### src/lkmp_pkg.sv
package lkmp_pkg;

	localparam int MAX_PEAKS = 16;
	localparam int MAX_OUT   = 16;
	localparam int ADDR_W    = $clog2(MAX_PEAKS);
	localparam int PC_W      = $clog2(MAX_PEAKS + 1);

	localparam int VAL_W     = 16;
	localparam int IDX_W     = 16;
	localparam int RATIO_W   = 15;
	localparam int MR_W      = 5;
	localparam int ENTRY_W   = VAL_W + IDX_W;
	localparam int CFG_IDX_W = 2;
	localparam int CFG_DAT_W = 16;

	localparam logic [1:0] ACT_SAMPLE = 2'd0;
	localparam logic [1:0] ACT_READ   = 2'd1;
	localparam logic [1:0] ACT_CLEAR  = 2'd2;

	localparam logic [CFG_IDX_W-1:0] REG_FRAME_LEN  = 2'd0;
	localparam logic [CFG_IDX_W-1:0] REG_PEAK_RATIO = 2'd1;
	localparam logic [CFG_IDX_W-1:0] REG_MAX_REP    = 2'd2;

	localparam logic [15:0]        FRAME_LEN_RST  = 16'd2048;
	localparam logic [RATIO_W-1:0] PEAK_RATIO_RST = 15'd29491;
	localparam logic [MR_W-1:0]    MAX_REP_RST    = 5'd16;

	typedef struct packed {
		logic sample_go;
		logic clear_go;
		logic rd_start;
		logic rd_issue;
		logic skip;
		logic push;
		logic flush;
	} cmd_t;

	typedef struct packed {
		logic scan_done;
		logic qual;
		logic out_free;
	} sts_t;

endpackage

### src/lkmp_ram.sv
module lkmp_ram #(
	parameter int WIDTH = 32,
	parameter int DEPTH = 16
) (
	input  logic                     clk,
	input  logic                     we,
	input  logic [$clog2(DEPTH)-1:0] waddr,
	input  logic [WIDTH-1:0]         wdata,
	input  logic                     re,
	input  logic [$clog2(DEPTH)-1:0] raddr,
	output logic [WIDTH-1:0]         rdata
);

	logic [WIDTH-1:0] mem_q [DEPTH];

	always_ff @(posedge clk) begin
		if (we) begin
			mem_q[waddr] <= wdata;
		end
		if (re) begin
			rdata <= mem_q[raddr];
		end
	end

endmodule

### src/lkmp_dp.sv
module lkmp_dp import lkmp_pkg::*; (
	input  logic                        clk,
	input  logic                        arst_n,
	input  cmd_t                        cmd,
	output sts_t                        sts,
	input  logic signed [VAL_W-1:0]     sample,
	input  logic                        cfg_valid,
	input  logic [CFG_IDX_W-1:0]        cfg_index,
	input  logic [CFG_DAT_W-1:0]        cfg_data,
	input  logic                        out_ready,
	output logic                        out_valid,
	output logic signed [VAL_W-1:0]     peak_value,
	output logic [IDX_W-1:0]            peak_index,
	output logic                        empty_res,
	output logic                        last
);

	typedef enum logic [1:0] {M_SEARCH, M_WALK, M_END} mode_t;

	// configuration
	logic [15:0]        frame_len_q;
	logic [RATIO_W-1:0] ratio_q;
	logic [MR_W-1:0]    max_rep_q;

	// frame state
	mode_t                   mode_q;
	logic [IDX_W-1:0]        count_q;
	logic signed [VAL_W-1:0] prev_q;
	logic signed [VAL_W-1:0] lobe_val_q;
	logic [IDX_W-1:0]        lobe_idx_q;
	logic [PC_W-1:0]         peak_cnt_q;
	logic signed [VAL_W-1:0] gmax_val_q;
	logic [IDX_W-1:0]        gmax_idx_q;

	// readout
	logic signed [31:0]      bar_q;
	logic [PC_W-1:0]         scan_idx_q;
	logic [MR_W-1:0]         n_q;
	logic signed [VAL_W-1:0] pend_val_q;
	logic [IDX_W-1:0]        pend_idx_q;
	logic                    pend_empty_q;
	logic                    out_valid_q;
	logic signed [VAL_W-1:0] out_val_q;
	logic [IDX_W-1:0]        out_idx_q;
	logic                    out_empty_q;
	logic                    out_last_q;

	logic                    open_lobe;
	logic                    close_lobe;
	logic                    grow_lobe;
	logic                    frame_end;
	logic                    store_we;
	logic                    take_global;
	logic [ENTRY_W-1:0]      rd_entry;
	logic signed [VAL_W-1:0] rd_val;
	logic [IDX_W-1:0]        rd_idx;
	logic signed [31:0]      rd_scaled;
	logic signed [VAL_W:0]   ratio_s;
	logic [MR_W-1:0]         limit;

	always_comb begin
		open_lobe  = (mode_q == M_SEARCH) && prev_q[VAL_W-1] && !sample[VAL_W-1];
		frame_end  = (mode_q == M_SEARCH) && !open_lobe
			&& ({1'b0, frame_len_q} <= ({1'b0, count_q} + 17'd1));
		close_lobe = (mode_q == M_WALK) && !prev_q[VAL_W-1] && sample[VAL_W-1];
		grow_lobe  = (mode_q == M_WALK) && !close_lobe && (lobe_val_q < sample);
		store_we   = cmd.sample_go && close_lobe && (peak_cnt_q < PC_W'(MAX_PEAKS));
		take_global = (peak_cnt_q == '0) || (gmax_val_q < lobe_val_q);
	end

	lkmp_ram #(
		.WIDTH(ENTRY_W),
		.DEPTH(MAX_PEAKS)
	) u_store (
		.clk  (clk),
		.we   (store_we),
		.waddr(peak_cnt_q[ADDR_W-1:0]),
		.wdata({lobe_val_q, lobe_idx_q}),
		.re   (cmd.rd_issue),
		.raddr(scan_idx_q[ADDR_W-1:0]),
		.rdata(rd_entry)
	);

	assign rd_val    = rd_entry[ENTRY_W-1 -: VAL_W];
	assign rd_idx    = rd_entry[IDX_W-1:0];
	assign rd_scaled = {rd_val[VAL_W-1], rd_val, 15'd0};
	assign ratio_s   = {2'b00, ratio_q};

	always_comb begin
		if (max_rep_q == '0) begin
			limit = MR_W'(1);
		end else if (max_rep_q > MR_W'(MAX_OUT)) begin
			limit = MR_W'(MAX_OUT);
		end else begin
			limit = max_rep_q;
		end
	end

	assign sts.scan_done = !((scan_idx_q < peak_cnt_q) && (n_q < limit));
	assign sts.qual      = (rd_scaled >= bar_q) && (rd_idx != gmax_idx_q);
	assign sts.out_free  = !out_valid_q || out_ready;

	always_ff @(posedge clk or negedge arst_n) begin
		if (!arst_n) begin
			frame_len_q <= FRAME_LEN_RST;
			ratio_q     <= PEAK_RATIO_RST;
			max_rep_q   <= MAX_REP_RST;
		end else if (cfg_valid) begin
			unique case (cfg_index)
				REG_FRAME_LEN:  frame_len_q <= cfg_data;
				REG_PEAK_RATIO: ratio_q     <= cfg_data[RATIO_W-1:0];
				REG_MAX_REP:    max_rep_q   <= cfg_data[MR_W-1:0];
				default: ;
			endcase
		end
	end

	always_ff @(posedge clk or negedge arst_n) begin
		if (!arst_n) begin
			mode_q     <= M_SEARCH;
			count_q    <= '0;
			prev_q     <= '0;
			lobe_val_q <= '0;
			lobe_idx_q <= '0;
			peak_cnt_q <= '0;
			gmax_val_q <= '0;
			gmax_idx_q <= '0;
		end else if (cmd.clear_go) begin
			mode_q     <= M_SEARCH;
			count_q    <= '0;
			prev_q     <= '0;
			lobe_val_q <= '0;
			lobe_idx_q <= '0;
			peak_cnt_q <= '0;
			gmax_val_q <= '0;
			gmax_idx_q <= '0;
		end else if (cmd.sample_go) begin
			prev_q  <= sample;
			count_q <= count_q + IDX_W'(1);
			if (open_lobe) begin
				lobe_val_q <= sample;
				lobe_idx_q <= count_q;
				mode_q     <= M_WALK;
			end else if (frame_end) begin
				mode_q <= M_END;
			end
			if (close_lobe) begin
				mode_q <= M_SEARCH;
			end
			if (grow_lobe) begin
				lobe_val_q <= sample;
				lobe_idx_q <= count_q;
			end
			// a full store drops the lobe and leaves the global maximum alone
			if (store_we) begin
				peak_cnt_q <= peak_cnt_q + PC_W'(1);
				if (take_global) begin
					gmax_val_q <= lobe_val_q;
					gmax_idx_q <= lobe_idx_q;
				end
			end
		end
	end

	always_ff @(posedge clk or negedge arst_n) begin
		if (!arst_n) begin
			scan_idx_q <= '0;
			n_q        <= '0;
		end else if (cmd.rd_start) begin
			scan_idx_q <= '0;
			n_q        <= MR_W'(1);
		end else if (cmd.push) begin
			scan_idx_q <= scan_idx_q + PC_W'(1);
			n_q        <= n_q + MR_W'(1);
		end else if (cmd.skip) begin
			scan_idx_q <= scan_idx_q + PC_W'(1);
		end
	end

	// threshold and pending item, global maximum goes out first
	always_ff @(posedge clk) begin
		if (cmd.rd_start) begin
			bar_q <= ratio_s * gmax_val_q;
			if (peak_cnt_q == '0) begin
				pend_val_q   <= '0;
				pend_idx_q   <= '0;
				pend_empty_q <= 1'b1;
			end else begin
				pend_val_q   <= gmax_val_q;
				pend_idx_q   <= gmax_idx_q;
				pend_empty_q <= 1'b0;
			end
		end else if (cmd.push) begin
			pend_val_q   <= rd_val;
			pend_idx_q   <= rd_idx;
			pend_empty_q <= 1'b0;
		end
	end

	always_ff @(posedge clk or negedge arst_n) begin
		if (!arst_n) begin
			out_valid_q <= 1'b0;
		end else if (cmd.push || cmd.flush) begin
			out_valid_q <= 1'b1;
		end else if (out_ready) begin
			out_valid_q <= 1'b0;
		end
	end

	always_ff @(posedge clk) begin
		if (cmd.push || cmd.flush) begin
			out_val_q   <= pend_val_q;
			out_idx_q   <= pend_idx_q;
			out_empty_q <= pend_empty_q;
			out_last_q  <= cmd.flush;
		end
	end

	assign out_valid  = out_valid_q;
	assign peak_value = out_val_q;
	assign peak_index = out_idx_q;
	assign empty_res  = out_empty_q;
	assign last       = out_last_q;

endmodule

### src/lkmp_ctrl.sv
module lkmp_ctrl import lkmp_pkg::*; (
	input  logic       clk,
	input  logic       arst_n,
	input  logic       in_valid,
	output logic       in_ready,
	input  logic [1:0] action,
	input  sts_t       sts,
	output cmd_t       cmd
);

	typedef enum logic [1:0] {S_IDLE, S_READ, S_EVAL, S_FLUSH} state_t;

	state_t state_q;
	state_t state_d;
	logic   take;

	assign in_ready = (state_q == S_IDLE);
	assign take     = in_valid && in_ready;

	always_comb begin
		cmd     = '0;
		state_d = state_q;
		unique case (state_q)
			S_IDLE: begin
				if (take) begin
					unique case (action)
						ACT_SAMPLE: cmd.sample_go = 1'b1;
						ACT_CLEAR:  cmd.clear_go  = 1'b1;
						ACT_READ: begin
							cmd.rd_start = 1'b1;
							state_d      = S_READ;
						end
						default: ;
					endcase
				end
			end
			S_READ: begin
				if (sts.scan_done) begin
					state_d = S_FLUSH;
				end else begin
					cmd.rd_issue = 1'b1;
					state_d      = S_EVAL;
				end
			end
			S_EVAL: begin
				// pending item leaves only once a later one is known to follow
				if (!sts.qual) begin
					cmd.skip = 1'b1;
					state_d  = S_READ;
				end else if (sts.out_free) begin
					cmd.push = 1'b1;
					state_d  = S_READ;
				end
			end
			S_FLUSH: begin
				if (sts.out_free) begin
					cmd.flush = 1'b1;
					state_d   = S_IDLE;
				end
			end
			default: state_d = S_IDLE;
		endcase
	end

	always_ff @(posedge clk or negedge arst_n) begin
		if (!arst_n) begin
			state_q <= S_IDLE;
		end else begin
			state_q <= state_d;
		end
	end

endmodule

### src/lobe_key_maximum_picker_unit.sv
// Sample and clear items are accepted on consecutive cycles while no readout runs.
// Readout: each scanned lobe takes a registered store read, then a compare;
// each result waits while the output register is still occupied.
// Empty store: the single result passes through S_READ and S_FLUSH to the output register.
// Reset restores register defaults and clears frame state; store is not swept.
module lobe_key_maximum_picker_unit import lkmp_pkg::*; (
	input  logic                    clk,
	input  logic                    arst_n,
	input  logic                    in_valid,
	output logic                    in_ready,
	input  logic [1:0]              action,
	input  logic signed [VAL_W-1:0] sample,
	output logic                    out_valid,
	input  logic                    out_ready,
	output logic signed [VAL_W-1:0] peak_value,
	output logic [IDX_W-1:0]        peak_index,
	output logic                    empty_res,
	output logic                    last,
	input  logic                    cfg_valid,
	output logic                    cfg_ready,
	input  logic [CFG_IDX_W-1:0]    cfg_index,
	input  logic [CFG_DAT_W-1:0]    cfg_data
);

	cmd_t cmd;
	sts_t sts;

	assign cfg_ready = 1'b1;

	lkmp_ctrl u_ctrl (
		.clk     (clk),
		.arst_n  (arst_n),
		.in_valid(in_valid),
		.in_ready(in_ready),
		.action  (action),
		.sts     (sts),
		.cmd     (cmd)
	);

	lkmp_dp u_dp (
		.clk       (clk),
		.arst_n    (arst_n),
		.cmd       (cmd),
		.sts       (sts),
		.sample    (sample),
		.cfg_valid (cfg_valid),
		.cfg_index (cfg_index),
		.cfg_data  (cfg_data),
		.out_ready (out_ready),
		.out_valid (out_valid),
		.peak_value(peak_value),
		.peak_index(peak_index),
		.empty_res (empty_res),
		.last      (last)
	);

`ifndef ASSERT_OFF
	a_emit_free: assert property (@(posedge clk) disable iff (!arst_n)
		(cmd.push || cmd.flush) |-> sts.out_free)
		else $error("result loaded while output register still held");

	a_push_qual: assert property (@(posedge clk) disable iff (!arst_n)
		cmd.push |-> sts.qual)
		else $error("non-qualifying entry pushed");

	a_no_sample_in_readout: assert property (@(posedge clk) disable iff (!arst_n)
		(cmd.rd_issue || cmd.push || cmd.skip || cmd.flush)
		|-> !(cmd.sample_go || cmd.clear_go))
		else $error("frame state touched during readout");

	a_last_then_valid: assert property (@(posedge clk) disable iff (!arst_n)
		cmd.flush |=> (out_valid && last))
		else $error("final readout item not presented");
`endif

endmodule
### config.mk
export PLATFORM = sky130hd
export DESIGN_NAME = lobe_key_maximum_picker_unit
export DESIGN_NICKNAME = d
export VERILOG_FILES = /design/src/lkmp_pkg.sv /design/src/lkmp_ram.sv /design/src/lkmp_dp.sv /design/src/lkmp_ctrl.sv /design/src/lobe_key_maximum_picker_unit.sv
export SDC_FILE = /design/constraint.sdc
export NUM_CORES = 2
export LEC_CHECK = 0
export ABC_CLOCK_PERIOD_IN_PS = 6000
export BUFFER_PORTS_ARGS = -buffer_cell sky130_fd_sc_hd__buf_2
export CAP_MARGIN = 40
export CORE_MARGIN = 5
export CORE_UTILIZATION = 57
export CTS_CLUSTER_DIAMETER = 150
export DETAILED_ROUTE_END_ITERATION = 10
export PLACE_DENSITY = 0.87
export SLEW_MARGIN = 0
export SYNTH_ARGS = -nofsm -noshare
export SYNTH_HDL_FRONTEND = slang
export SYNTH_HIERARCHICAL = 1
export SYNTH_SLANG_ARGS = --single-unit
export TNS_END_PERCENT = 30
### constraint.sdc
create_clock -name clk -period 6 [get_ports clk]
set_input_delay 0.3 -clock clk [delete_from_list [all_inputs] [get_ports clk]]
set_output_delay 0.3 -clock clk [all_outputs]
set_load 0.005 [all_outputs]
==> results.py <==
metrics = {
    "run_status": {
        "status": "finished clean",
    },
    "place": {
        "dp_cells": 3788,
        "dpl_worst_slack_ns": 0.004057,
        "portBuffers": 76,
        "dp_hpwl_mm": 67.13,
        "routabilityCongestion": 0.9451,
    },
    "logic_synthesis": {
        "yosysTopAreaCell": "edfxtp_1",
        "ys_async_sr_fraction": 0.1756,
        "syn_area_per_cell_um2": 14.32,
        "synth_seq_area_share": 0.5683,
        "netlist_instances": 2796,
        "synth_fp_nets": 3214,
        "ys_ff_latch": 780,
        "synthFlopType": "edfxtp_1",
        "synth_cell_types": 73,
        "synth_edf_count": 643,
        "synthesis.area_um2": 40030,
        "synth.top_cell.area_share": 0.4823,
        "synthTopCellsByArea": "edfxtp_1, fa_1, dfrtp_1, mux4_2, ha_1",
        "yosysWarnings": 6,
    },
    "detailed_routing": {
        "wl_per_cell_um": 27.21,
        "first_pass_iters": 6,
        "wirelength_mm": 108.4,
        "vias": 25220,
        "drc": 0,
        "drtAntennaViolNets": 0,
        "drtIter0Drc": 3246,
        "via_per_inst": 6.330,
    },
    "cells_and_area": {
        "nets": 3395,
        "top_register": "u_dp/u_store/mem_q",
        "utilization": 0.6513,
        "largest_reg_flops": 512,
        "drive_gt1_frac": 0.1847,
        "final_cells": 3984,
        "reg_top3": "u_dp/u_store/mem_q x512, u_dp/bar_q x32, u_dp/u_store/rdata x32",
        "area_growth_pct": 13.53,
        "mostFrequentLayoutCells": "edfxtp_1, inv_1, nand2_1, ha_1, fa_1",
        "layout_commonest_cell": "edfxtp_1",
    },
    "sta": {
        "finalSetupViolations": 0,
        "slew-limit-headroom": 0.3590,
        "setup_ws_ns": 0.1147,
        "clock_skew_ns": 0.06210,
        "period_needed_ns": 5.885,
        "worst-slew-pin-transition_ns": 0.9614,
        "drv_slew": 0,
        "whs_ns": 0.03729,
        "timing.fmax_mhz": 169.9,
        "fin_crit_sh": 0.9809,
        "rsz0062_at_grt": "true",
        "finalSetupTns_ns": 0,
        "final_hold_viol_count": 0,
    },
    "pwr": {
        "internal_power_uw": 11620,
        "power_density_nw_per_um2": 377.6,
        "peakVddDrop_uv": 307.7,
        "sw_frac_of_total": 0.3231,
        "pwr-share-comb": 0.267,
        "power_frac_seq": 0.432,
        "cellLeakagePower_uw": 0.01862,
        "power_frac_clock": 0.300,
        "switchingPower_uw": 5546,
    },
    "grt": {
        "grt_overflow": 0,
        "grt_pass1_wl_mm": 164.3,
        "antenna_found_initial": 6,
        "grt.total_usage": 0.2899,
        "grt_max_degree": 77,
        "first_global_vias": 26860,
    },
    "floorplan": {
        "initial_utilization": 0.5737,
        "die_area_um2": 75630,
        "fp.dieW_um": 275.0,
        "core_area_um2": 69790,
        "pin_count": 78,
        "die_h_um": 275.0,
        "rows": 97,
    },
    "setup_path": {
        "crit_cells": 19,
        "path_cells": "buf_8 > nand2_1 > fa_1 > fa_1 > fa_1 > fa_1 > inv_1 > fa_1 > inv_1 > fa_1 > inv_1 > ha_1 > and3_1 > and3_1 > a211oi_2 > buf_4 > o21ai_4 > a31oi_2 > xnor2_1",
        "arrival_ns": 6.27,
        "critical_path_class": "register to register",
        "end_kind": "register",
        "crit_path_max_fanout": 8,
        "critPathTopFamily": "adder cells",
        "worstSetupEndpoint": "u_dp/bar_q[31]",
        "critPathBufInv": 5,
        "cp_slowest_stage_delay_ns": 0.70,
        "timing.rr.start": "u_dp/ratio_q[9]",
        "worstRegToRegCells": 19,
        "crit_start": "u_dp/ratio_q[9]",
        "reg2reg_slack_ns": 0.11,
        "critPathLaunchType": "register",
        "slowest_stage": "dfstp_4",
        "reg2reg_to": "u_dp/bar_q[31]",
        "critPathRequiredTime_ns": 6.39,
        "crit_top_cell": "fa_1",
    },
    "cts": {
        "cts_buffer_depth": 3,
        "root_buffer": "clkbuf_16",
        "clkLatencyLatePin_ns": 0.66,
        "clkTransAtPathRegs_ns": 0.06,
        "cts_sinks": 780,
        "cts_tree": "done",
        "htree_levels": 3,
        "cts_buffers": 80,
    },
    "flow_run": {
        "drv_cap": 0,
    },
    "min_path": {
        "hold_path.class": "input port to register",
    },
}
routing by layer:
| metal | vias up | global-route usage | wire, um |
|---|---|---|---|
| met2 | 1824 | 0.4850 | 53340 |
| met1 | 12640 | 0.3710 | 37730 |
| li1 | 10320 | - | - |
| met5 | - | 0 | 42 |
| met3 | 424 | 0.06436 | 11680 |
| met4 | 8 | 0.1207 | 5616 |
kinds of logic after synthesis:
kind of cell,after synthesis,share of synthesized area
xor+xnor,86,0.01881
flops,780,0.5683
simple gates,621,0.07454
mux,233,0.09967
buf+inv,446,0.04457
compound gates,252,0.04244
fa+ha+maj,377,0.1516
other cells,1,0.00009367
final cells by class:
type | instances | area [um2]
Multi-Input combinational cell | 1570 | 15740
Antenna cell | 2 | 5.005
Clock inverter | 45 | 576.8
Inverter | 321 | 1205
Fill cell | 4481 | 24340
Timing Repair Buffer | 224 | 1805
Tap cell | 940 | 1176
Sequential cell | 780 | 22790
Clock buffer | 102 | 2157
worst min path at each step:
stage | slack, ns | startpoint | to | depth (start not counted)
final | 0.04 | sample[13] | u_dp/lobe_val_q[13] | 3
after global routing | 0.03 | sample[9] | u_dp/lobe_val_q[9] | 3
after CTS | 0.0004 | sample[9] | u_dp/lobe_val_q[9] | 3
after detailed placement | 0.38 | arst_n | u_dp/frame_len_q[5] | 1
after global placement | 0.38 | arst_n | u_dp/frame_len_q[15] | 1
after floorplan | 0.004 | arst_n | u_ctrl/state_q[0] | 0
synth_stat cells, types with 6 or more instances:
master      n
buf_2       6
and2_1    112
mux2_2     35
o21ai_0    32
nor2b_1    22
a31oi_1     9
mux4_2    129
nor4_1      8
dfrtp_1   126
nand4_1    23
buf_1      10
inv_1     321
nor2_1    143
nand2_1   225
clkbuf_1   87
and3_1     10
a22oi_1    64
o22ai_1    36
dfstp_2    11
ha_1      197
nand2b_1   18
o21ai_1     7
mux2i_1    69
a21o_1     20
buf_6       6
fa_1      180
xnor2_1    35
xor2_1     51
nor3_1     14
a21oi_1    37
nand3_1    20
edfxtp_1  643
o21a_1     10
buf_4      15
a211oi_1    8
power groups by stage:
stage,Combinational [uW],Sequential (uW),Clock [uW]
2_1_floorplan,2990,7150,0
3_3_place_gp,3900,7520,0
3_5_place_dp,4300,7490,0
4_1_cts,4460,7400,5200
5_1_grt,4910,7460,5450
6_report,4590,7420,5160
metrics by stage:
step / total power (uW) / cell area (um2)
3_5_place_dp: 11790 / 42150
2_1_floorplan: 10140 / 40030
4_1_cts: 17050 / 45190
6_report: 17160 / 45450
3_3_place_gp: 11420 / 41880
5_1_grt: 17810 / 45440
tightest hold or removal path, stage by stage:
cell	delay [ns]
buf_2	0.11
mux2i_1	0.10
nor2_1	0.13
timing repair:
item / CTS / global route
setup buffers: 0 / 16
endpoints found under the hold margin: 114 / 0
pin swaps: 0 / 9
endpoints found under the setup margin: 1 / 14
hold buffers: 31 / 0
resized for setup: 1 / 44
No activity file was read; power rests on OpenSTA's default activity.
